### src/hdl/ltg_pkg.sv
// Shared types and constants of the latency tier governor.
// Depends on nothing; used by the interfaces, the top level and the checker.
package ltg_pkg;

    // Widths of the request, result and register fields.
    localparam int FuncW    = 2;
    localparam int LatW     = 16;
    localparam int AvgW     = 18;
    localparam int CountW   = 32;
    localparam int TierW    = 2;
    localparam int CalmW    = 8;
    localparam int PinW     = 3;
    localparam int CfgIdxW  = 3;
    localparam int CfgDataW = 16;
    localparam int NumTiers = 4;

    // Reset values of the registers and the calm-run saturation limit.
    localparam logic [LatW-1:0]  MidThresholdRst   = 16'd2048;
    localparam logic [LatW-1:0]  HighThresholdRst  = 16'd3072;
    localparam logic [LatW-1:0]  EmergThresholdRst = 16'd3968;
    localparam logic [CalmW-1:0] StepDownRst       = 8'd4;
    localparam logic [PinW-1:0]  PinnedTierRst     = 3'b111;
    localparam logic [CalmW-1:0] CalmMax           = 8'd255;

    // Request function codes.
    typedef enum logic [FuncW-1:0] {
        FUNC_SAMPLE = 2'd0,
        FUNC_CLEAR  = 2'd1,
        FUNC_ACK    = 2'd2
    } func_t;

    // Tier codes.
    typedef enum logic [TierW-1:0] {
        TIER_FULL     = 2'd0,
        TIER_FAST     = 2'd1,
        TIER_OFFLOAD  = 2'd2,
        TIER_FAILOVER = 2'd3
    } tier_t;

    // Register indexes of the configuration port.
    typedef enum logic [CfgIdxW-1:0] {
        CFG_MID_THRESHOLD   = 3'd0,
        CFG_HIGH_THRESHOLD  = 3'd1,
        CFG_EMERG_THRESHOLD = 3'd2,
        CFG_STEP_DOWN       = 3'd3,
        CFG_GOVERNOR_ON     = 3'd4,
        CFG_OFFLOAD_ALLOWED = 3'd5,
        CFG_PINNED_TIER     = 3'd6
    } cfg_index_t;

    // One result as it sits in the output stage.
    typedef struct packed {
        logic [TierW-1:0]  tier;
        logic [AvgW-1:0]   average;
        logic [LatW-1:0]   last_sample;
        logic [CountW-1:0] frame_total;
        logic [CountW-1:0] full_count;
        logic [CountW-1:0] fast_count;
        logic [CountW-1:0] offload_count;
        logic [CountW-1:0] failover_count;
    } result_t;

endpackage

### src/hdl/ltg_channels.sv
// Valid/ready channel interfaces of the latency tier governor: requests, results, configuration.
// Depends on ltg_pkg for the field widths.

// Request channel: one event per request.
interface ltg_cmd_if;
    logic                      valid;
    logic                      ready;
    logic [ltg_pkg::FuncW-1:0] func;
    logic [ltg_pkg::LatW-1:0]  latency;

    modport source (output valid, output func, output latency, input ready);
    modport sink   (input valid, input func, input latency, output ready);
endinterface

// Result channel: one report per request.
interface ltg_res_if;
    logic                       valid;
    logic                       ready;
    logic [ltg_pkg::TierW-1:0]  tier;
    logic [ltg_pkg::AvgW-1:0]   average;
    logic [ltg_pkg::LatW-1:0]   last_sample;
    logic [ltg_pkg::CountW-1:0] frame_total;
    logic [ltg_pkg::CountW-1:0] full_count;
    logic [ltg_pkg::CountW-1:0] fast_count;
    logic [ltg_pkg::CountW-1:0] offload_count;
    logic [ltg_pkg::CountW-1:0] failover_count;

    modport source (output valid, output tier, output average, output last_sample,
                    output frame_total, output full_count, output fast_count,
                    output offload_count, output failover_count, input ready);
    modport sink   (input valid, input tier, input average, input last_sample,
                    input frame_total, input full_count, input fast_count,
                    input offload_count, input failover_count, output ready);
endinterface

// Configuration write channel.
interface ltg_cfg_if;
    logic                         valid;
    logic                         ready;
    logic [ltg_pkg::CfgIdxW-1:0]  index;
    logic [ltg_pkg::CfgDataW-1:0] data;

    modport source (output valid, output index, output data, input ready);
    modport sink   (input valid, input index, input data, output ready);
endinterface

### src/hdl/latency_tier_governor.sv
// Latency tier governor top level: averaging, tier decision, frame counters and output stage.
// Depends on ltg_pkg and the channel interfaces in ltg_channels.sv.
//
// Usage:
// - cmd carries one event per request: func 0 is a frame latency sample, func 1 clears
//   the averaging and the tier, func 2 acknowledges a failover; func 3 changes nothing.
// - res returns exactly one report per request, in request order: effective tier,
//   moving average, last sample, total frames and the four per-tier frame counters.
// - cfg writes one register per request and is always ready; write it only while idle.
// - A report is registered in the output stage, or in the skid register while res
//   stalls. A request is taken in every cycle while the skid register is empty; the
//   whole update is one pass of shift-add and compare logic between the state registers.
// - When res stalls, one more request is taken into a skid register, and cmd.ready
//   then drops until the receiver takes the waiting report.
// - Reset loads the register defaults, clears the average, tier and counters, and
//   empties the output stage.
module latency_tier_governor (
    input  logic      clk,
    input  logic      rst_n,
    ltg_cmd_if.sink   cmd,
    ltg_res_if.source res,
    ltg_cfg_if.sink   cfg
);

    // Configuration registers.
    logic [ltg_pkg::LatW-1:0]  mid_threshold_reg;
    logic [ltg_pkg::LatW-1:0]  high_threshold_reg;
    logic [ltg_pkg::LatW-1:0]  emerg_threshold_reg;
    logic [ltg_pkg::CalmW-1:0] step_down_reg;
    logic                      governor_on_reg;
    logic                      offload_allowed_reg;
    logic [ltg_pkg::PinW-1:0]  pinned_tier_reg;

    // Governor state.
    logic [ltg_pkg::TierW-1:0]  level_reg, level_next;
    logic [ltg_pkg::AvgW-1:0]   smoothed_reg, smoothed_next;
    logic [ltg_pkg::LatW-1:0]   prev_sample_reg, prev_sample_next;
    logic [ltg_pkg::CalmW-1:0]  calm_run_reg, calm_run_next;
    logic [ltg_pkg::CountW-1:0] frames_reg, frames_next;
    logic [ltg_pkg::CountW-1:0] tier_count_reg [ltg_pkg::NumTiers];
    logic [ltg_pkg::CountW-1:0] tier_count_next [ltg_pkg::NumTiers];

    // Output stage and skid register.
    logic             out_valid_reg, out_valid_next;
    logic             skid_valid_reg, skid_valid_next;
    ltg_pkg::result_t out_data_reg, out_data_next;
    ltg_pkg::result_t skid_data_reg, skid_data_next;

    // Datapath signals.
    logic                      cmd_fire;
    logic                      res_free;
    logic                      pinned;
    logic [ltg_pkg::TierW-1:0] capped_tier;
    logic [ltg_pkg::AvgW+2:0]  blend_sum;
    logic [ltg_pkg::AvgW-1:0]  avg_new;
    logic                      above_high;
    logic                      above_mid;
    logic                      emergency;
    logic [ltg_pkg::CalmW-1:0] calm_inc;
    logic                      calm_done;
    logic                      count_frame;
    logic [ltg_pkg::TierW-1:0] eff_tier;
    ltg_pkg::result_t          result;

    // Handshakes: the skid register decides whether a request can be taken.
    assign cmd.ready = !skid_valid_reg;
    assign cfg.ready = 1'b1;
    assign cmd_fire  = cmd.valid && !skid_valid_reg;
    assign res_free  = !out_valid_reg || res.ready;

    // Configuration writes; indexes beyond the list are ignored.
    always_ff @(posedge clk or negedge rst_n)
    begin
        if (!rst_n)
        begin
            mid_threshold_reg   <= ltg_pkg::MidThresholdRst;
            high_threshold_reg  <= ltg_pkg::HighThresholdRst;
            emerg_threshold_reg <= ltg_pkg::EmergThresholdRst;
            step_down_reg       <= ltg_pkg::StepDownRst;
            governor_on_reg     <= 1'b0;
            offload_allowed_reg <= 1'b0;
            pinned_tier_reg     <= ltg_pkg::PinnedTierRst;
        end
        else if (cfg.valid)
        begin
            case (ltg_pkg::cfg_index_t'(cfg.index))
                ltg_pkg::CFG_MID_THRESHOLD:   mid_threshold_reg   <= cfg.data;
                ltg_pkg::CFG_HIGH_THRESHOLD:  high_threshold_reg  <= cfg.data;
                ltg_pkg::CFG_EMERG_THRESHOLD: emerg_threshold_reg <= cfg.data;
                ltg_pkg::CFG_STEP_DOWN:       step_down_reg       <= cfg.data[ltg_pkg::CalmW-1:0];
                ltg_pkg::CFG_GOVERNOR_ON:     governor_on_reg     <= cfg.data[0];
                ltg_pkg::CFG_OFFLOAD_ALLOWED: offload_allowed_reg <= cfg.data[0];
                ltg_pkg::CFG_PINNED_TIER:     pinned_tier_reg     <= cfg.data[ltg_pkg::PinW-1:0];
                default:
                begin
                end
            endcase
        end
    end

    // A non-negative pinned tier forces the report and freezes sampling.
    assign pinned      = !pinned_tier_reg[ltg_pkg::PinW-1];
    assign capped_tier = offload_allowed_reg ? ltg_pkg::TIER_OFFLOAD : ltg_pkg::TIER_FAST;

    // Quarter-weight average in 1/1024 ms; the first sample seeds it.
    assign blend_sum = {3'b000, smoothed_reg} + {2'b00, smoothed_reg, 1'b0}
                     + {3'b000, cmd.latency, 2'b00};
    assign avg_new   = (smoothed_reg == '0) ? {cmd.latency, 2'b00}
                                            : blend_sum[ltg_pkg::AvgW+1:2];

    // Threshold compares: averages against four times the threshold, the raw sample as is.
    assign above_high = avg_new >= {high_threshold_reg, 2'b00};
    assign above_mid  = avg_new >= {mid_threshold_reg, 2'b00};
    assign emergency  = cmd.latency >= emerg_threshold_reg;

    // Saturating calm-run count and the step-down test.
    assign calm_inc  = (calm_run_reg == ltg_pkg::CalmMax) ? calm_run_reg
                                                          : calm_run_reg + 8'd1;
    assign calm_done = calm_inc >= step_down_reg;

    // Next state of the governor for the request at the input.
    always_comb
    begin
        level_next       = level_reg;
        smoothed_next    = smoothed_reg;
        prev_sample_next = prev_sample_reg;
        calm_run_next    = calm_run_reg;
        frames_next      = frames_reg;
        count_frame      = 1'b0;
        case (ltg_pkg::func_t'(cmd.func))
            ltg_pkg::FUNC_SAMPLE:
            begin
                if (!pinned && governor_on_reg)
                begin
                    prev_sample_next = cmd.latency;
                    frames_next      = frames_reg + 32'd1;
                    smoothed_next    = avg_new;
                    count_frame      = 1'b1;
                    if (emergency)
                    begin
                        level_next    = ltg_pkg::TIER_FAILOVER;
                        calm_run_next = '0;
                    end
                    else if (level_reg == ltg_pkg::TIER_FAILOVER)
                    begin
                        level_next    = capped_tier;
                        calm_run_next = '0;
                    end
                    else if (above_high)
                    begin
                        if (level_reg < capped_tier)
                        begin
                            level_next = capped_tier;
                        end
                        calm_run_next = '0;
                    end
                    else if (level_reg == ltg_pkg::TIER_OFFLOAD)
                    begin
                        calm_run_next = calm_done ? '0 : calm_inc;
                        if (calm_done)
                        begin
                            level_next = above_mid ? ltg_pkg::TIER_FAST : ltg_pkg::TIER_FULL;
                        end
                    end
                    else if (above_mid)
                    begin
                        if (level_reg == ltg_pkg::TIER_FULL)
                        begin
                            level_next = ltg_pkg::TIER_FAST;
                        end
                        calm_run_next = '0;
                    end
                    else if (level_reg == ltg_pkg::TIER_FAST)
                    begin
                        calm_run_next = calm_done ? '0 : calm_inc;
                        if (calm_done)
                        begin
                            level_next = ltg_pkg::TIER_FULL;
                        end
                    end
                    else
                    begin
                        calm_run_next = '0;
                    end
                end
            end
            ltg_pkg::FUNC_CLEAR:
            begin
                smoothed_next    = '0;
                prev_sample_next = '0;
                calm_run_next    = '0;
                level_next       = pinned ? pinned_tier_reg[ltg_pkg::TierW-1:0]
                                          : ltg_pkg::TIER_FULL;
            end
            ltg_pkg::FUNC_ACK:
            begin
                if (level_reg == ltg_pkg::TIER_FAILOVER)
                begin
                    level_next    = capped_tier;
                    calm_run_next = '0;
                end
            end
            default:
            begin
            end
        endcase
    end

    // Per-tier frame counters count the tier a governed frame ends in.
    always_comb
    begin
        for (int i = 0; i < ltg_pkg::NumTiers; i++)
        begin
            tier_count_next[i] = tier_count_reg[i];
            if (count_frame && (level_next == ltg_pkg::TierW'(i)))
            begin
                tier_count_next[i] = tier_count_reg[i] + 32'd1;
            end
        end
    end

    // Governor state registers, updated on each accepted request.
    always_ff @(posedge clk or negedge rst_n)
    begin
        if (!rst_n)
        begin
            level_reg       <= ltg_pkg::TIER_FULL;
            smoothed_reg    <= '0;
            prev_sample_reg <= '0;
            calm_run_reg    <= '0;
            frames_reg      <= '0;
            for (int i = 0; i < ltg_pkg::NumTiers; i++)
            begin
                tier_count_reg[i] <= '0;
            end
        end
        else if (cmd_fire)
        begin
            level_reg       <= level_next;
            smoothed_reg    <= smoothed_next;
            prev_sample_reg <= prev_sample_next;
            calm_run_reg    <= calm_run_next;
            frames_reg      <= frames_next;
            for (int i = 0; i < ltg_pkg::NumTiers; i++)
            begin
                tier_count_reg[i] <= tier_count_next[i];
            end
        end
    end

    // Report: pinned tier first, then tier zero when not governing, else the level.
    assign eff_tier = pinned           ? pinned_tier_reg[ltg_pkg::TierW-1:0] :
                      !governor_on_reg ? ltg_pkg::TIER_FULL : level_next;

    always_comb
    begin
        result.tier           = eff_tier;
        result.average        = smoothed_next;
        result.last_sample    = prev_sample_next;
        result.frame_total    = frames_next;
        result.full_count     = tier_count_next[0];
        result.fast_count     = tier_count_next[1];
        result.offload_count  = tier_count_next[2];
        result.failover_count = tier_count_next[3];
    end

    // Output stage: the skid register drains first, so order is kept.
    always_comb
    begin
        out_valid_next  = out_valid_reg;
        out_data_next   = out_data_reg;
        skid_valid_next = skid_valid_reg;
        skid_data_next  = skid_data_reg;
        if (res_free)
        begin
            if (skid_valid_reg)
            begin
                out_valid_next  = 1'b1;
                out_data_next   = skid_data_reg;
                skid_valid_next = 1'b0;
            end
            else
            begin
                out_valid_next = cmd_fire;
                out_data_next  = result;
            end
        end
        else if (cmd_fire)
        begin
            skid_valid_next = 1'b1;
            skid_data_next  = result;
        end
    end

    always_ff @(posedge clk or negedge rst_n)
    begin
        if (!rst_n)
        begin
            out_valid_reg  <= 1'b0;
            skid_valid_reg <= 1'b0;
        end
        else
        begin
            out_valid_reg  <= out_valid_next;
            skid_valid_reg <= skid_valid_next;
        end
    end

    // Result payload registers need no reset.
    always_ff @(posedge clk)
    begin
        out_data_reg  <= out_data_next;
        skid_data_reg <= skid_data_next;
    end

    assign res.valid          = out_valid_reg;
    assign res.tier           = out_data_reg.tier;
    assign res.average        = out_data_reg.average;
    assign res.last_sample    = out_data_reg.last_sample;
    assign res.frame_total    = out_data_reg.frame_total;
    assign res.full_count     = out_data_reg.full_count;
    assign res.fast_count     = out_data_reg.fast_count;
    assign res.offload_count  = out_data_reg.offload_count;
    assign res.failover_count = out_data_reg.failover_count;

endmodule

### src/flat_wrapper.sv
// flat-port wrapper written by rule: the top's interface ports become plain ports
module latency_tier_governor_flat 
  (clk, rst_n, cmd_valid, cmd_func, cmd_latency, cmd_ready, res_valid, res_tier, res_average, res_last_sample, res_frame_total, res_full_count, res_fast_count, res_offload_count, res_failover_count, res_ready, cfg_valid, cfg_index, cfg_data, cfg_ready);
  ltg_cmd_if cmd_i ();
  ltg_res_if res_i ();
  ltg_cfg_if cfg_i ();
  input  logic clk;
  input  logic rst_n;
  input wire logic [$bits(cmd_i.valid)-1:0] cmd_valid;
  input wire logic [$bits(cmd_i.func)-1:0] cmd_func;
  input wire logic [$bits(cmd_i.latency)-1:0] cmd_latency;
  output wire logic [$bits(cmd_i.ready)-1:0] cmd_ready;
  output wire logic [$bits(res_i.valid)-1:0] res_valid;
  output wire logic [$bits(res_i.tier)-1:0] res_tier;
  output wire logic [$bits(res_i.average)-1:0] res_average;
  output wire logic [$bits(res_i.last_sample)-1:0] res_last_sample;
  output wire logic [$bits(res_i.frame_total)-1:0] res_frame_total;
  output wire logic [$bits(res_i.full_count)-1:0] res_full_count;
  output wire logic [$bits(res_i.fast_count)-1:0] res_fast_count;
  output wire logic [$bits(res_i.offload_count)-1:0] res_offload_count;
  output wire logic [$bits(res_i.failover_count)-1:0] res_failover_count;
  input wire logic [$bits(res_i.ready)-1:0] res_ready;
  input wire logic [$bits(cfg_i.valid)-1:0] cfg_valid;
  input wire logic [$bits(cfg_i.index)-1:0] cfg_index;
  input wire logic [$bits(cfg_i.data)-1:0] cfg_data;
  output wire logic [$bits(cfg_i.ready)-1:0] cfg_ready;
  assign cmd_i.valid = cmd_valid;
  assign cmd_i.func = cmd_func;
  assign cmd_i.latency = cmd_latency;
  assign cmd_ready = cmd_i.ready;
  assign res_valid = res_i.valid;
  assign res_tier = res_i.tier;
  assign res_average = res_i.average;
  assign res_last_sample = res_i.last_sample;
  assign res_frame_total = res_i.frame_total;
  assign res_full_count = res_i.full_count;
  assign res_fast_count = res_i.fast_count;
  assign res_offload_count = res_i.offload_count;
  assign res_failover_count = res_i.failover_count;
  assign res_i.ready = res_ready;
  assign cfg_i.valid = cfg_valid;
  assign cfg_i.index = cfg_index;
  assign cfg_i.data = cfg_data;
  assign cfg_ready = cfg_i.ready;
  latency_tier_governor u_core (.clk(clk), .rst_n(rst_n), .cmd(cmd_i), .res(res_i), .cfg(cfg_i));
endmodule
### config.mk
export PLATFORM = sky130hd
export DESIGN_NAME = latency_tier_governor_flat
export DESIGN_NICKNAME = d
export VERILOG_FILES = /design/src/hdl/ltg_pkg.sv /design/src/hdl/ltg_channels.sv /design/src/hdl/latency_tier_governor.sv /design/src/flat_wrapper.sv
export SDC_FILE = /design/constraint.sdc
export NUM_CORES = 1
export LEC_CHECK = 0
export BUFFER_PORTS_ARGS = -buffer_cell sky130_fd_sc_hd__buf_2
export CAP_MARGIN = 20
export CORE_AREA = 2 2 287 289
export DETAILED_ROUTE_END_ITERATION = 10
export DIE_AREA = 0 0 289 291
export HOLD_SLACK_MARGIN = 0.02
export PLACE_DENSITY_LB_ADDON = 0.08
export RECOVER_POWER = 25
export SYNTH_ARGS = -nofsm -noshare
export SYNTH_HDL_FRONTEND = slang
export SYNTH_SLANG_ARGS = --single-unit
### constraint.sdc
create_clock -name clk -period 24.1 [get_ports clk]
set_clock_uncertainty 0.1 [all_clocks]
set_input_delay 1.205 -clock clk [delete_from_list [all_inputs] [get_ports clk]]
set_output_delay 1.205 -clock clk [all_outputs]
set_load 0.02 [all_outputs]
==> summary.txt <==
setup TNS: 0 ns
max-cap viol count: 7
full die area: 0.08410 sq mm
top post-synthesis cells by count: edfxtp_1 (392), nand2_1 (304), dfrtp_1 (255)
Post-synth EDFFs: 392
min-delay src: u_core.prev_sample_reg[13]$_DFFE_PN0P_
Ys Warns: 0
post-DP HPWL: 52320 um
syn_area_per_cell: 12.27 sq um
drt pass-1 iters: 5
min cycle time layout: 8.708 ns
synthesized net count: 2756
CTS buffer count: 76
count leader, synth: edfxtp_1
max reg flops: 196
routed vias/inst: 5.224
CP required: 24.35 ns
register area share after synthesis: 0.5759
CTS tree: built
Mapped Cells: 2613
total core area: 0.08119 sq mm
Post-CTS Setup Bufs: 0
CTS HTree Levels: 3
Initial Util: 0.3950
worst vdd ir: 0.1078 mV
initial DRC count: 1350
largest area contributor in the netlist: edfxtp_1
CTS max path bufs: 3
Peak Freq: 114.8 MHz
number of distinct library cells after synthesis: 88
Leakage: 0.01568 uW
clk root buf: clkbuf_16
Clk pin slew, worst setup/hold paths: 0.05 ns
actual slew at the worst max-slew pin: 7.299 ns
Reg-to-Reg Start: u_core.smoothed_reg[2]$_DFFE_PN0P_
nets: 2975
initial antenna violation count: 3
share of the synthesized area in the top cell type: 0.3671
Setup crit start: cmd_latency[0]
nature of the critical path endpoint: flip-flop
fin crit share: 0.3613
CTS Hold Bufs: 0
CTS-repair resized insts: 0
drt drc: 0
num ports: 241
CTS sink cnt: 659
drt total wl: 79120 um
status: finished, violations left
Post-Syn Area: 0.03207 sq mm
# port buffers: 239
CP Max Fanout: 64
Die W: 289 um
Placer Congestion: 0.8446
Final ANT Viol Nets: 0
RSZ-0062 raised after global routing: no
max-slew violation count: 447
final hold vios: 0
FP Rows: 105
gr ovfl total: 0
top_reg_cell synth: edfxtp_1
ranking of synthesized cells by area: edfxtp_1 (37%), dfrtp_1 (20%), mux2_2 (7.8%)
Crit Path Class: in2reg
FFs w/ async S/R, synth: 0.4052
area grow syn2layout: 14.61%
startpoint types: primary input
Die Ht: 291 um
via count: 20720
worst min-delay path class: reg2reg
Tot Pwr: 3956 uW
vias in the first global route: 20940
max_slew headroom: -3.866
first-pass GRT wire length: 123800 um
Worst-Skew Late Latency: 0.60 ns
Overall Global Routing Usage: 0.1882
power per cell area: 107.6 mW/mm^2
register bit total from synthesis: 659
arrival time worst endpoint: 8.96 ns
DR WL/cell: 19.95 um
pin count of the biggest net entering global routing: 146
share of cells above drive strength 1: 0.2305
failing checks: max-capacitance violations, max-slew violations
Final setup viols: 0
critical path: stages:
cell      delay (ns)
buf_2           0.13
fa_1            0.47
ha_1            0.25
fa_1            0.41
a21oi_1         0.21
o211ai_1        0.14
o41ai_1         0.57
o21ai_0         0.31
o211a_1         0.30
o21a_1          0.18
o21ai_0         0.18
mux2_2          0.37
o21ai_0         0.37
ha_1            0.34
a21oi_1         0.17
nand2_1         0.09
a221oi_2        0.25
o21ai_1         0.23
o21ba_2         0.27
o21ba_2         0.25
o31ai_4         0.26
buf_4           0.61
nand3_2         0.59
mux2_2          0.47
mux2_2          0.26
routing by layer:
metal | vias to the layer above | wire length [um] | GRT usage
li1 | 9785 | - | -
met1 | 10330 | 35680 | 0.2582
met2 | 499 | 37830 | 0.3080
met3 | 101 | 3979 | 0.03096
met4 | 0 | 1633 | 0.05155
met5 | - | 0 | 0
layout make-up:
type | instances | area [sq um]
clock inverters | 42 | 456.7
clock buffers | 98 | 2026
fillers | 7531 | 44440
repair buffers | 263 | 1354
diodes | 2 | 5.005
inverters | 83 | 319.1
well taps | 1070 | 1339
multi-input cells | 1749 | 12790
flip-flops and latches | 659 | 18470
metrics by stage:
step                      instance area [sq um]    util  hold slack [ns]  instances  setup WS, ns
after floorplan                           32070       -           0.3457       2613         3.358
after global routing                      36750  0.4527           0.3981       3966         13.82
after CTS                                 36840  0.4537           0.3777       3964         15.41
final                                     36750  0.4527           0.3757       3966         15.39
after detailed placement                  34360  0.4232           0.3632       3824         14.75
after global placement                    34360  0.4232           0.3575       3824         14.91
cell families (layout without fill, tap and decap cells):
logic type               after synthesis  in the layout  share of synthesized area
AO/OA/AOI/OAI                        213            213                    0.04350
XOR/XNOR                             321            321                    0.08790
adder cells (fa/ha/maj)              101            101                    0.04339
buffers and inverters                205            486                    0.02626
flip-flops                           659            659                     0.5759
multiplexers                         227            227                    0.07956
other                                  1              3                  0.0001169
AND/OR/NAND/NOR                      886            886                     0.1434
placed cells by master (no fill, tap or decap), drive strengths merged, types with 94 or more instances in the layout:
master / instances
buf: 251
clkbuf: 110
dfrtp: 255
edfxtp: 392
mux2: 223
nand2: 305
nand3: 120
nor2: 125
o21ai: 94
xnor2: 153
xor2: 168
where the power goes:
group	total [uW]	leakage, uW	switching [uW]	internal [uW]
registers	1390	0.00736	67.9	1330
logic	1410	0.00711	931	475
clock network	1160	0.00121	464	692
total	3960	0.0157	1460	2490
worst paths after layout:
check,endpoint,slack [ns],cells past startpoint
worst max-delay path,u_core.res.full_count[1]$_DFFE_PN_,15.39,25
worst min-delay path,u_core.prev_sample_reg[13]$_DFFE_PN0P_,0.38,2
worst max register to register,u_core.res.full_count[1]$_DFFE_PN_,15.69,24
worst min register to register,u_core.prev_sample_reg[13]$_DFFE_PN0P_,0.38,2
max in group asynchronous,u_core.frames_reg[7]$_DFFE_PN0P_,15.45,3
min in group asynchronous,u_core.frames_reg[26]$_DFFE_PN0P_,2.78,1
No activity file was read; power rests on OpenSTA's default activity.
